===== config.mk =====
export PLATFORM = sky130hd
export DESIGN_NAME = base58_encode_bytes_core
export DESIGN_NICKNAME = d
export VERILOG_FILES = /design/src/hw/rtl/b58_pkg.sv /design/src/hw/rtl/b58_front.sv /design/src/hw/rtl/b58_cmdq.sv /design/src/hw/rtl/b58_back.sv /design/src/hw/rtl/base58_encode_bytes_core.sv
export SDC_FILE = /design/constraint.sdc
export NUM_CORES = 1
export LEC_CHECK = 0
export BUFFER_PORTS_ARGS = -buffer_cell sky130_fd_sc_hd__buf_4
export CORE_MARGIN = 3
export CORE_UTILIZATION = 55
export CTS_BUF_LIST = sky130_fd_sc_hd__clkbuf_8 sky130_fd_sc_hd__clkbuf_16
export DETAILED_ROUTE_END_ITERATION = 8
export PLACE_DENSITY_LB_ADDON = 0.3
export SLEW_MARGIN = 10
export SYNTH_ARGS = -nofsm -noshare
export SYNTH_HDL_FRONTEND = slang
export SYNTH_SLANG_ARGS = --single-unit

===== constraint.sdc =====
create_clock -name clk -period 36.1 [get_ports clk]
set_input_delay 1.805 -clock clk [delete_from_list [all_inputs] [get_ports clk]]
set_output_delay 1.805 -clock clk [all_outputs]
set_load 0.01 [all_outputs]

===== src/hw/rtl/b58_pkg.sv =====
`default_nettype none
package b58_pkg;

  // Counter width for byte and leading-zero counts (counts up to 63)
  localparam int CNT_W = 6;

  // Most characters ever emitted for one message
  localparam int RESULT_CAP = 45;

  // Command queue between front and back
  localparam int CMDQ_DEPTH = 2;
  localparam int CMDQ_PTR_W = $clog2(CMDQ_DEPTH);

  // ASCII code of the character '1' (leading zero byte)
  localparam logic [6:0] ONE_CHAR = 7'd49;

  // Bitcoin alphabet, first character in the highest byte
  localparam logic [8*58-1:0] ALPHABET =
    "123456789ABCDEFGHJKLMNPQRSTUVWXYZabcdefghijkmnopqrstuvwxyz";

  // One unit of work for the back end
  typedef struct packed {
    logic             do_acc;    // fold data_byte into the digit store
    logic [7:0]       data_byte;
    logic             last;      // message ends with this command
    logic             too_long;  // message overflowed
    logic [CNT_W-1:0] lz_count;  // leading zero bytes so far
  } cmd_t;

  // Map a base-58 digit to its ASCII code
  function automatic logic [6:0] b58_char(input logic [5:0] d);
    logic [5:0] k;
    k = 6'd57 - d;
    if (d < 6'd58) begin
      return ALPHABET[{k, 3'b000} +: 7];
    end
    return 7'd0;
  endfunction

endpackage
`default_nettype wire


===== src/hw/rtl/b58_front.sv =====
`default_nettype none
module b58_front #(
  parameter int MAX_BYTES = 32
) (
  input  wire logic          clk,
  input  wire logic          rst,
  input  wire logic          s_tvalid,
  output logic               s_tready,
  input  wire logic [7:0]    s_tdata,   // [7:0] data_byte
  input  wire logic          s_tlast,   // last_byte
  input  wire logic          q_full,
  output logic               q_push,
  output b58_pkg::cmd_t      q_cmd
);
  import b58_pkg::*;

  logic [CNT_W-1:0] byte_count, byte_count_next;
  logic [CNT_W-1:0] lz_count, lz_count_next;
  logic             seen_nonzero, seen_nonzero_next;
  logic             overflow, overflow_next;
  logic             accept;
  logic             do_acc;

  assign s_tready = !q_full;
  assign accept   = s_tvalid && s_tready;

  // Classify the incoming byte
  always_comb begin
    byte_count_next   = byte_count;
    lz_count_next     = lz_count;
    seen_nonzero_next = seen_nonzero;
    overflow_next     = overflow;
    do_acc            = 1'b0;
    if (!overflow) begin
      if (byte_count >= CNT_W'(MAX_BYTES)) begin
        overflow_next = 1'b1;
      end else begin
        byte_count_next = byte_count + 1'b1;
        if (!seen_nonzero && s_tdata == 8'd0) begin
          lz_count_next = lz_count + 1'b1;
        end else begin
          seen_nonzero_next = 1'b1;
          do_acc            = 1'b1;
        end
      end
    end
  end

  // Only bytes that touch the digit store or end the message go downstream
  assign q_push         = accept && (do_acc || s_tlast);
  assign q_cmd.do_acc    = do_acc;
  assign q_cmd.data_byte = s_tdata;
  assign q_cmd.last      = s_tlast;
  assign q_cmd.too_long  = overflow_next;
  assign q_cmd.lz_count  = lz_count_next;

  // Per-message counters, cleared after the last byte
  always_ff @(posedge clk) begin
    if (rst) begin
      byte_count   <= '0;
      lz_count     <= '0;
      seen_nonzero <= 1'b0;
      overflow     <= 1'b0;
    end else if (accept) begin
      if (s_tlast) begin
        byte_count   <= '0;
        lz_count     <= '0;
        seen_nonzero <= 1'b0;
        overflow     <= 1'b0;
      end else begin
        byte_count   <= byte_count_next;
        lz_count     <= lz_count_next;
        seen_nonzero <= seen_nonzero_next;
        overflow     <= overflow_next;
      end
    end
  end

endmodule
`default_nettype wire


===== src/hw/rtl/b58_cmdq.sv =====
`default_nettype none
module b58_cmdq (
  input  wire logic          clk,
  input  wire logic          rst,
  input  wire logic          push,
  input  b58_pkg::cmd_t      push_cmd,
  output logic               full,
  input  wire logic          pop,
  output b58_pkg::cmd_t      pop_cmd,
  output logic               not_empty
);
  import b58_pkg::*;

  cmd_t                  slots [CMDQ_DEPTH];
  logic [CMDQ_PTR_W-1:0] wr_ptr, rd_ptr;
  logic [CMDQ_PTR_W:0]   count;
  logic                  do_push, do_pop;

  assign full      = (count == (CMDQ_PTR_W+1)'(CMDQ_DEPTH));
  assign not_empty = (count != '0);
  assign pop_cmd   = slots[rd_ptr];
  assign do_push   = push && !full;
  assign do_pop    = pop && not_empty;

  // Storage
  always_ff @(posedge clk) begin
    if (do_push) begin
      slots[wr_ptr] <= push_cmd;
    end
  end

  // Pointers and fill level
  always_ff @(posedge clk) begin
    if (rst) begin
      wr_ptr <= '0;
      rd_ptr <= '0;
      count  <= '0;
    end else begin
      if (do_push) begin
        wr_ptr <= (wr_ptr == CMDQ_PTR_W'(CMDQ_DEPTH-1)) ? '0 : wr_ptr + 1'b1;
      end
      if (do_pop) begin
        rd_ptr <= (rd_ptr == CMDQ_PTR_W'(CMDQ_DEPTH-1)) ? '0 : rd_ptr + 1'b1;
      end
      case ({do_push, do_pop})
        2'b10:   count <= count + 1'b1;
        2'b01:   count <= count - 1'b1;
        default: count <= count;
      endcase
    end
  end

endmodule
`default_nettype wire


===== src/hw/rtl/b58_back.sv =====
`default_nettype none
module b58_back #(
  parameter int MAX_DIGITS = 45
) (
  input  wire logic          clk,
  input  wire logic          rst,
  input  wire logic          q_valid,
  input  b58_pkg::cmd_t      q_cmd,
  output logic               q_pop,
  output logic               m_tvalid,
  input  wire logic          m_tready,
  output logic [7:0]         m_tdata,   // [6:0] char_code, [7] zero
  output logic               m_tlast,   // last_char
  output logic               m_tuser    // too_long
);
  import b58_pkg::*;

  localparam int IW = $clog2(MAX_DIGITS);

  localparam logic [2:0] S_IDLE = 3'd0;
  localparam logic [2:0] S_ACC  = 3'd1;
  localparam logic [2:0] S_PREP = 3'd2;
  localparam logic [2:0] S_ONES = 3'd3;
  localparam logic [2:0] S_DIG  = 3'd4;
  localparam logic [2:0] S_FLAG = 3'd5;

  logic [2:0]       state, state_next;
  logic [IW-1:0]    pos, pos_next;
  logic [7:0]       carry, carry_next;
  logic             pass_nz, pass_nz_next;
  logic             val_nz, val_nz_next;
  logic             skip, skip_next;
  logic [CNT_W-1:0] ones_left, ones_left_next;
  logic [CNT_W-1:0] n_out, n_out_next;
  cmd_t             cmd, cmd_next;

  // Digit store with per-entry valid bits
  logic [5:0]          mem [MAX_DIGITS];
  logic [MAX_DIGITS-1:0] valid;
  logic [5:0]          rdata;
  logic                rd_vld;
  logic [5:0]          digit;
  logic                we;
  logic                clr;

  // Output register
  logic       out_free;
  logic       load;
  logic [6:0] load_char;
  logic       load_last;
  logic       load_too;
  logic [6:0] out_char;

  // Multiply-by-256-and-add datapath for one digit
  logic [10:0] u;
  logic [25:0] prod;
  logic [4:0]  q_u;
  logic [10:0] r_wide;
  logic [5:0]  r;
  logic [7:0]  q;
  logic        cap_hit;

  assign digit = rd_vld ? rdata : 6'd0;

  // 256*d + c = 58*(4d) + (24d + c); divide the small part by 58 via reciprocal
  assign u      = 11'(carry) + 11'(digit) * 11'd24;
  assign prod   = 26'(u) * 26'd18079;
  assign q_u    = prod[24:20];
  assign r_wide = u - ((11'(q_u) << 6) - (11'(q_u) << 3) + (11'(q_u) << 1));
  assign r      = r_wide[5:0];
  assign q      = {digit, 2'b00} + 8'(q_u);

  assign out_free = !m_tvalid || m_tready;
  assign cap_hit  = (n_out == CNT_W'(RESULT_CAP-1));

  // Sequencer
  always_comb begin
    state_next     = state;
    pos_next       = pos;
    carry_next     = carry;
    pass_nz_next   = pass_nz;
    val_nz_next    = val_nz;
    skip_next      = skip;
    ones_left_next = ones_left;
    n_out_next     = n_out;
    cmd_next       = cmd;
    q_pop          = 1'b0;
    we             = 1'b0;
    clr            = 1'b0;
    load           = 1'b0;
    load_char      = 7'd0;
    load_last      = 1'b0;
    load_too       = 1'b0;
    unique case (state)
      S_IDLE: begin
        if (q_valid) begin
          q_pop    = 1'b1;
          cmd_next = q_cmd;
          if (q_cmd.do_acc) begin
            state_next   = S_ACC;
            pos_next     = IW'(MAX_DIGITS-1);
            carry_next   = q_cmd.data_byte;
            pass_nz_next = 1'b0;
          end else begin
            state_next = S_PREP;
            pos_next   = '0;
          end
        end
      end
      S_ACC: begin
        we           = 1'b1;
        carry_next   = q;
        pass_nz_next = pass_nz || (r != 6'd0);
        if (pos == '0) begin
          val_nz_next = pass_nz || (r != 6'd0);
          state_next  = cmd.last ? S_PREP : S_IDLE;
        end else begin
          pos_next = pos - 1'b1;
        end
      end
      S_PREP: begin
        pos_next       = '0;
        ones_left_next = cmd.lz_count;
        n_out_next     = '0;
        skip_next      = 1'b1;
        if (cmd.too_long) begin
          state_next = S_FLAG;
        end else if (cmd.lz_count != '0) begin
          state_next = S_ONES;
        end else if (val_nz) begin
          state_next = S_DIG;
        end else begin
          clr         = 1'b1;
          val_nz_next = 1'b0;
          state_next  = S_IDLE;
        end
      end
      S_ONES: begin
        if (out_free) begin
          load           = 1'b1;
          load_char      = ONE_CHAR;
          load_last      = (ones_left == CNT_W'(1) && !val_nz) || cap_hit;
          ones_left_next = ones_left - 1'b1;
          n_out_next     = n_out + 1'b1;
          if (load_last) begin
            clr         = 1'b1;
            val_nz_next = 1'b0;
            state_next  = S_IDLE;
          end else if (ones_left == CNT_W'(1)) begin
            state_next = S_DIG;
          end
        end
      end
      S_DIG: begin
        if (skip && digit == 6'd0) begin
          pos_next = pos + 1'b1;
        end else if (out_free) begin
          load       = 1'b1;
          load_char  = b58_char(digit);
          load_last  = (pos == IW'(MAX_DIGITS-1)) || cap_hit;
          skip_next  = 1'b0;
          n_out_next = n_out + 1'b1;
          if (load_last) begin
            clr         = 1'b1;
            val_nz_next = 1'b0;
            state_next  = S_IDLE;
          end else begin
            pos_next = pos + 1'b1;
          end
        end
      end
      S_FLAG: begin
        if (out_free) begin
          load        = 1'b1;
          load_too    = 1'b1;
          clr         = 1'b1;
          val_nz_next = 1'b0;
          state_next  = S_IDLE;
        end
      end
      default: begin
        state_next = S_IDLE;
      end
    endcase
  end

  // Control registers
  always_ff @(posedge clk) begin
    if (rst) begin
      state  <= S_IDLE;
      pos    <= '0;
      val_nz <= 1'b0;
    end else begin
      state  <= state_next;
      pos    <= pos_next;
      val_nz <= val_nz_next;
    end
  end

  // Working registers
  always_ff @(posedge clk) begin
    carry     <= carry_next;
    pass_nz   <= pass_nz_next;
    skip      <= skip_next;
    ones_left <= ones_left_next;
    n_out     <= n_out_next;
    cmd       <= cmd_next;
  end

  // Digit memory: one write, one registered read at the next position
  always_ff @(posedge clk) begin
    if (we) begin
      mem[pos] <= r;
    end
    rdata <= mem[pos_next];
  end

  // Valid bits: cleared at reset and at the end of every message
  always_ff @(posedge clk) begin
    if (rst || clr) begin
      valid <= '0;
    end else if (we) begin
      valid[pos] <= 1'b1;
    end
  end

  always_ff @(posedge clk) begin
    if (rst) begin
      rd_vld <= 1'b0;
    end else begin
      rd_vld <= valid[pos_next];
    end
  end

  // Result register
  always_ff @(posedge clk) begin
    if (rst) begin
      m_tvalid <= 1'b0;
    end else if (load) begin
      m_tvalid <= 1'b1;
    end else if (m_tready) begin
      m_tvalid <= 1'b0;
    end
  end

  always_ff @(posedge clk) begin
    if (load) begin
      out_char <= load_char;
      m_tlast  <= load_last;
      m_tuser  <= load_too;
    end
  end

  assign m_tdata = {1'b0, out_char};

endmodule
`default_nettype wire


===== src/hw/rtl/base58_encode_bytes_core.sv =====
// Base58 (Bitcoin alphabet) encoder, one message byte per input transfer.
//
// Input stream: s_tdata carries one message byte, most significant first;
// s_tlast marks the final byte. Output stream: one ASCII character per
// transfer in m_tdata[6:0], m_tlast on the final character, m_tuser set on
// the single zero result that reports a message longer than MAX_BYTES.
//
// The front end counts bytes and leading zeros and queues work in a two-entry
// command queue, so it keeps taking bytes while the back end is busy. The back
// end holds MAX_DIGITS base-58 digits in a single-port-write memory and folds
// each nonzero-led byte in with one digit per cycle. Leading zero bytes take
// only their input transfer and reach the back end only when one ends the
// message. After the last byte and a setup state (S_PREP), the characters
// come out at one per cycle while m_tready does not stall them; the back end
// steps over skipped leading zero digits without emitting a character.
//
// Reset clears the front counters, queue, sequencer state, digit valid bits
// and m_tvalid; no clearing pass is needed. A stalled m_tready holds the
// character and stalls output; the front accepts until the queue is full.
`default_nettype none
module base58_encode_bytes_core #(
  parameter int MAX_BYTES  = 32,
  parameter int MAX_DIGITS = 45
) (
  input  wire logic       clk,
  input  wire logic       rst,
  input  wire logic       s_tvalid,
  output logic            s_tready,
  input  wire logic [7:0] s_tdata,   // [7:0] data_byte
  input  wire logic       s_tlast,   // last_byte
  output logic            m_tvalid,
  input  wire logic       m_tready,
  output logic [7:0]      m_tdata,   // [6:0] char_code, [7] zero
  output logic            m_tlast,   // last_char
  output logic            m_tuser    // too_long
);
  import b58_pkg::*;

  cmd_t push_cmd;
  cmd_t pop_cmd;
  logic push;
  logic full;
  logic pop;
  logic not_empty;

  b58_front #(
    .MAX_BYTES(MAX_BYTES)
  ) u_front (
    .clk      (clk),
    .rst      (rst),
    .s_tvalid (s_tvalid),
    .s_tready (s_tready),
    .s_tdata  (s_tdata),
    .s_tlast  (s_tlast),
    .q_full   (full),
    .q_push   (push),
    .q_cmd    (push_cmd)
  );

  b58_cmdq u_cmdq (
    .clk       (clk),
    .rst       (rst),
    .push      (push),
    .push_cmd  (push_cmd),
    .full      (full),
    .pop       (pop),
    .pop_cmd   (pop_cmd),
    .not_empty (not_empty)
  );

  b58_back #(
    .MAX_DIGITS(MAX_DIGITS)
  ) u_back (
    .clk      (clk),
    .rst      (rst),
    .q_valid  (not_empty),
    .q_cmd    (pop_cmd),
    .q_pop    (pop),
    .m_tvalid (m_tvalid),
    .m_tready (m_tready),
    .m_tdata  (m_tdata),
    .m_tlast  (m_tlast),
    .m_tuser  (m_tuser)
  );

endmodule
`default_nettype wire


Yosys cells after proc, flatten, opt, wreduce, memory -nomap -nowiden:

Memories as Yosys holds them, arrays and structs flattened. A register that Yosys moved wholly into a read port is not among the register bits.
Cells that the tools add are included.

* eq/ne operators: 26
* multiplexer cells: 108
* divide/modulo/power cells: 0
* reductions and logical operators: 42
* order comparisons: 5
* $add $sub $neg: 16
* bitwise logic cells: 1
* shifts and indexed selects: 1
* multiply operators: 2

Operators by type and width (number)
* 464-bit by 10-bit variable part select with 7-bit output (first input constant): 1
* 6-bit 2-to-1 mux: 18
* 1-bit 2-to-1 mux: 55
* 45-bit OR: 1
* 3-bit 2-to-1 mux: 12
* 7-bit 2-to-1 mux: 4
* 11-bit by 15-bit multiplier with 25-bit output (second input constant): 1
* 6-bit by 1-bit adder with 6-bit output (second input constant): 4
* 6-bit one-hot mux with 4 select lines: 1
* 3-bit one-hot mux with 6 select lines: 1
* 6-bit one-hot mux with 3 select lines: 1
* 8-bit 2-to-1 mux: 2
* 8-bit one-hot mux with 2 select lines: 1
* 6-bit by 7-bit less-than comparator with 1-bit output (second input constant): 2
* 2-bit by 1-bit inequality test with 1-bit output (second input constant): 7
* 2-bit inequality test (second input constant): 7
* 7-bit one-hot mux with 2 select lines: 1
* 6-bit == test (second input constant): 2
* 6-bit logical NOT: 2
* 6-bit one-hot mux with 2 select lines: 1
* 2-bit nonzero test: 6
* 6-bit nonzero test: 2
* 6-bit by 1-bit subtractor with 6-bit output (second input constant): 2
* 8-bit by 11-bit adder with 11-bit output: 1
* other kinds (39): 66

* output and inout port bits: 12
* bits in read-only memories: 0
* memory bits (writable): 304
* memories kept: 2
* bits in latches: 0
* bits of input ports: 13
* bits in registers: 114
* word-level logic and storage cells: 227

Memories
* u_back.mem: words 45, width 6, read ports 1, clocked after memory_dff 1, wr ports 1, line b58_back.sv:38 `logic [5:0] mem [MAX_DIGITS];`
* u_cmdq.slots: words 2, width 17, read ports 1, clocked after memory_dff 1, wr ports 1, line b58_cmdq.sv:14 `cmd_t slots [CMDQ_DEPTH];`

Longest topological paths before layout:

* word-level depth: 11
* gate-level depth with buffers: 47

By module:

From an unflattened synthesis, not the netlist that was laid out.

* cell total of the unflattened synthesis: 2068
* area total of the unflattened synthesis: 22395.2 sq um

Modules (own cells, without submodules)
* b58_back: times used 1, cells an instance 1864, area each 19869.1 sq um
* b58_cmdq: times used 1, cells an instance 79, area each 1448.9 sq um
* b58_front: times used 1, cells an instance 125, area each 1077.3 sq um

Worst setup path before layout:

No wires, ideal clock.

* kind: register -> register
* from: register u_back.rd_vld
* to: memory u_back.mem[0][5], data pin
* setup time: 0.474 ns
* data required time: 35.626 ns
* clock period less this slack: 12.212 ns
* setup slack: 23.888 ns
* arrival: 11.738 ns
* path buffers: 2
* stages on the path, launching flop included: 41
* cells stage by stage: dfxtp_1 > buf_2 > buf_1 > nand2_1 > ha_1 > ha_1 > a31oi_1 > xor2_1 > ha_1 > o211ai_1 > o21ai_0 > nand2_1 > a311oi_2 > mux2i_1 > nand2_1 > o311ai_0 > inv_1 > fa_1 > (+5 left out) > inv_1 > fa_1 > inv_1 > ha_1 > a21o_1 > a21o_1 > a21oi_1 > o21ai_1 > a21oi_1 > xnor2_1 > xor2_1 > fa_1 > inv_1 > a21o_1 > a21oi_1 > xnor2_1 > xnor2_1 > xnor2_1

* longest elaborated chain between the ends: 7

Ends and longest elaborated chain
* start: declaration: line b58_back.sv:41 `logic rd_vld;`
* start signal: assignment: line b58_back.sv:231 `rd_vld <= valid[pos_next];`
* 6-bit 2-to-1 mux *: line b58_back.sv:63 `assign digit = rd_vld ? rdata : 6'd0;`
* 6-bit by 2-bit multiplier with 8-bit output *: line b58_back.sv:66 `assign u = 11'(carry) + 11'(digit) * 11'd24;`
* 8-bit by 11-bit adder with 11-bit output *: line b58_back.sv:66
* 11-bit by 15-bit multiplier with 25-bit output: line b58_back.sv:67 `assign prod = 26'(u) * 26'd18079;`
* 1-bit by 6-bit subtractor with 6-bit output: line b58_back.sv:69 `assign r_wide = u - ((11'(q_u) << 6) - (11'(q_u) << 3) + (11'(q_u) << 1));`
* 6-bit adder: line b58_back.sv:69
* 6-bit subtractor *: line b58_back.sv:69
* via u_back.r_wide[5]: line b58_back.sv:58 `logic [10:0] r_wide;`
* end: declaration: line b58_back.sv:38

Mark *: on every way through the listed nets, which the timed path passes. The rest lies on a longest branch.

Final worst setup path:

* from: register u_back.rd_vld
* to: register u_back.pass_nz, data pin

* elaborated cells between the ends (all ways): 10
* those cells by class: add/sub (4); mul (2); mux (2); reduce/logical (2)

RTL lines
* 6-bit 2-to-1 mux: line b58_back.sv:63
* 6-bit by 2-bit multiplier with 8-bit output: line b58_back.sv:66
* 8-bit by 11-bit adder with 11-bit output: line b58_back.sv:66
* 11-bit by 15-bit multiplier with 25-bit output: line b58_back.sv:67
* 6-bit adder: line b58_back.sv:69
* 6-bit subtractor: line b58_back.sv:69
* via u_back.r_wide[1]: line b58_back.sv:58
* 6-bit nonzero test: line b58_back.sv:113 `pass_nz_next = pass_nz || (r != 6'd0);`
* 1-bit logical OR: line b58_back.sv:113
* 1-bit one-hot mux with 2 select lines: line b58_back.sv:94 `unique case (state)`
* end signal: assignment: line b58_back.sv:203 `pass_nz <= pass_nz_next;`
* end: declaration: line b58_back.sv:30 `logic pass_nz, pass_nz_next;`

The timed path passes the listed nets, and every way through them passes these cells.
A chain may end at the register's enable or synchronous reset.

==> metrics list <==
- The routed design has 49200 µm of wire.
* RSZ-0062 raised after global routing: no
- Number of hold violations in the final report: 0
- The die covers 43000 µm².
- Fraction of registers with async set or reset after synthesis: 0%
* Crit. path cell count: 40
- Number of distinct library cells after synthesis: 82
* Outcome: complete, no violations
* CP Capture Point: u_back.pass_nz
- Setup violations remaining at the end of the flow were counted as 0.
- By count the netlist is led by 343 x sky130_fd_sc_hd__edfxtp_1, 179 x sky130_fd_sc_hd__nand2_1, 131 x sky130_fd_sc_hd__inv_1.
- The initialized floorplan defines 73 standard-cell rows.
* Grt ovf: 0
* Rel. slew slack: 18.4%
- The pre-antenna-repair detailed-routing pass consisted of 5 iterations.
* Post-synthesis instance total: 1900
* CTS clk-pin slew, worst paths: 0.06 ns
- The share of the Yosys chip area taken by registers is 53.6%.
- Top-level I/O count: 25
- Average cell area after synthesis: 11.7 µm²
* Largest driver fanout on the critical path: 48
- The worst setup path is launched from a flop.
- Clock latency at the later pin of the worst-skew pair: 0.57 ns
* Slowest cell on crit path: sky130_fd_sc_hd__xor2_4
- Detailed-placement wirelength estimate: 32400 µm
- Highest cell delay on the worst timing path: 0.96 ns
- The count of buffers added on input and output ports is 23.
- Based on the critical path, the design can be clocked at up to 81.6 MHz.
- Minimum clock period: 12.25 ns
* Count of cells along the worst register-to-register path: 40
* Dominant cell type by area after synthesis: sky130_fd_sc_hd__edfxtp_1
- Width of the die: 207 µm
- Buffer type at the clock tree root: sky130_fd_sc_hd__clkbuf_16
* Post-synth net total: 2080
* Reg2Reg Launch Point: u_back.rd_vld
- Yosys instantiated no cell more often than sky130_fd_sc_hd__edfxtp_1.
- The worst setup path is of the reg2reg kind.
- Layout cells sized above 1: 8.22%
- After clock tree synthesis, the setup repair step added 0 buffers.
- Yosys warning total: 0
- Final-report max-slew violation count: 0
- Grouping stages by cell kind, the critical path spends the most delay in adder cells.
* Vias in the first global route: 14500
- Count of flip-flops with a built-in enable after synthesis: 343
* TritonCTS sink count: 425
- After detailed routing, the number of vias per cell comes to 5.97.
- The path class of the tightest hold or removal check is reg2reg.
* Floorplan die height: 207 µm
* Portion of the clock cycle consumed by the worst path in the final layout: 33.9%
- TritonCTS built the clock tree.
- The first routing iteration left 1492 violations.
- Area share of the leading cell type in the synthesized netlist: 46.2%
- Most frequent CP cell: sky130_fd_sc_hd__fa_1
* CP Buf/Inv Count: 6
* Filler Cells Inserted: 3079
* Arrival time of the worst setup path: 12.55 ns
- Number of vias in the routed layout: 14600
* Initial antenna violation count: 0
* Detail-routed net length per standard cell: 20.1 µm
- Slack of the worst reg-to-reg path: 23.85 ns
- Worst setup path startpoint: u_back.rd_vld
- The area growth from synthesis to layout is 8.98%.
- The number of antenna diodes in the final layout is 0.
- Worst Clk Skew: 0.0165 ns
- Area of the core: 39900 µm²
- No sink is reached through more buffers than the 3 on the longest clock path.
- After the last flow step, the layout net total stands at 2067.
- Counting flops and latches in the post-synthesis netlist gives 425.
* Worst Path Required: 36.40 ns
- For this run, the leading register cell type out of synthesis is sky130_fd_sc_hd__edfxtp_1.
- Across the run, the number of max-cap violations was 0.
- In the global route stage, overall resource usage came out at 22.8%.
- Setup TNS: 0 ns
- H-tree depth: 2
- Setup crit end kind: flop
- For this configuration, the core starts out at a cell density of 55.8%.
* Global-route wire length before repair: 79100 µm
* Top cells by area in the synthesized netlist: sky130_fd_sc_hd__edfxtp_1 46%, sky130_fd_sc_hd__dfxtp_1 7.4%, sky130_fd_sc_hd__ha_1 6.7%, sky130_fd_sc_hd__fa_1 4.3%, sky130_fd_sc_hd__mux2i_1 3.7%
* Final core area utilization: 60.8%
- In this run the remaining antenna-violating nets after routing total 0.
- In the routed design, unresolved DRC markers number 0.
- For the pin with the worst max-slew slack, the measured transition is 1.22 ns.
- Gates resized during post-CTS repair numbered 0.
- Entering global routing, the biggest net connects 66 pins.
- Worst R2R End: u_back.pass_nz
* Hold Buf Count CTS: 0
- In this run, CTS created clock tree buffers numbering 44.
- Routability-driven placement finished with a final weighted congestion of 0.872.
- Synth Cell Area: 22300 µm²
-- cell families (layout without fill, tap and decap cells) --
family	count (synthesis)	in the layout	share of synthesized area (%)
flip-flops	425	425	53.6
AND/OR/NAND/NOR	518	518	11.3
other	1	1	0.0168
multiplexers	95	95	4.44
adder cells (fa/ha/maj)	169	169	11.1
buffers and inverters	235	257	4.64
AO/OA/AOI/OAI	404	404	12.8
XOR/XNOR	53	53	2.17
-- flip-flops by register name, summed over array words and instances, names as in the netlist, 2 cells and up, named ones only --
| name | count |
|---|---|
| u_back.mem | 270 |
| u_back.valid | 45 |
| u_cmdq.slots | 34 |
| u_back.carry | 8 |
| u_back.cmd | 8 |
| u_back.out_char | 7 |
| u_back.n_out | 6 |
| u_back.ones_left | 6 |
| u_back.pos | 6 |
| u_back.rdata | 6 |
| u_front.byte_count | 6 |
| u_front.lz_count | 6 |
| u_back.state | 3 |
| u_cmdq.count | 2 |
-- through the flow --
step,setup slack [ns],hold WS [ns],instance area [µm²],instances
after CTS,23.85,0.458,24300,2447
final,23.85,0.459,24300,2447
after floorplan,23.89,0.432,22300,1900
after global routing,22.93,0.481,24300,2447
after detailed placement,23.93,0.445,22800,2366
after global placement,24.15,0.443,22800,2366
-- layout make-up --
class	count	area [µm²]	area share, %
inverters	134	503	2.07
flip-flops and latches	425	11900	49.2
repair buffers	42	315	1.30
well taps	525	657	2.70
clock inverters	31	272	1.12
multi-input cells	1240	9400	38.7
clock buffers	50	1190	4.92
-- worst reg2reg max path, delay by kind of cell, from the launching register on --
kind / cells / cell delay (ns)
xor+xnor: 6 / 2.09
simple gates: 7 / 1.28
fa+ha+maj: 10 / 4.57
flops: 1 / 0.79
buf+inv: 6 / 0.82
compound gates: 10 / 2.21
mux: 1 / 0.23
-- per-layer routing --
layer	GRT usage (%)	share of wire (%)
met1	31.7	43
met3	3.39	6.3
met2	37.4	48
met4	7.51	3.1
met5	0	0
-- worst min-delay path by stage --
stage	endpoint	slack (ns)	cells past startpoint	start
after floorplan	u_back.valid[11]	0.43	1	u_back.valid[11]
after global placement	u_back.valid[11]	0.44	1	u_back.valid[11]
after detailed placement	u_back.valid[11]	0.44	1	u_back.valid[11]
after CTS	u_back.valid[11]	0.46	1	u_back.valid[11]
after global routing	u_back.valid[2]	0.48	1	u_back.valid[2]
final	u_back.valid[11]	0.46	1	u_back.valid[11]
-- cells in the final DEF (no fill, tap or decap), types with 8 or more instances in the layout --
cell,instances
sky130_fd_sc_hd__xnor2_1,27
sky130_fd_sc_hd__and2_1,40
sky130_fd_sc_hd__nand2b_1,13
sky130_fd_sc_hd__a31oi_1,24
sky130_fd_sc_hd__ha_1,119
sky130_fd_sc_hd__a21oi_1,71
sky130_fd_sc_hd__nand2_1,179
sky130_fd_sc_hd__nor3_1,16
sky130_fd_sc_hd__clkinv_2,10
sky130_fd_sc_hd__inv_1,140
sky130_fd_sc_hd__nand4_1,16
sky130_fd_sc_hd__nor2_1,120
sky130_fd_sc_hd__a21o_1,14
sky130_fd_sc_hd__buf_4,42
sky130_fd_sc_hd__o21ai_1,12
sky130_fd_sc_hd__edfxtp_1,343
sky130_fd_sc_hd__fa_1,48
sky130_fd_sc_hd__xor2_1,21
sky130_fd_sc_hd__a211oi_1,88
sky130_fd_sc_hd__o211ai_1,13
sky130_fd_sc_hd__mux2_2,11
sky130_fd_sc_hd__dfxtp_1,82
sky130_fd_sc_hd__a311oi_1,24
sky130_fd_sc_hd__or3_1,8
sky130_fd_sc_hd__nor2b_1,35
sky130_fd_sc_hd__o21a_1,48
sky130_fd_sc_hd__nand3_1,38
sky130_fd_sc_hd__mux2i_1,82
sky130_fd_sc_hd__o21ai_0,46
sky130_fd_sc_hd__nand3b_1,11
sky130_fd_sc_hd__clkbuf_16,45
Power is left out: the tool's default activity adds up to more than one toggle a clock period on the data nets, which glitch-free logic cannot reach.
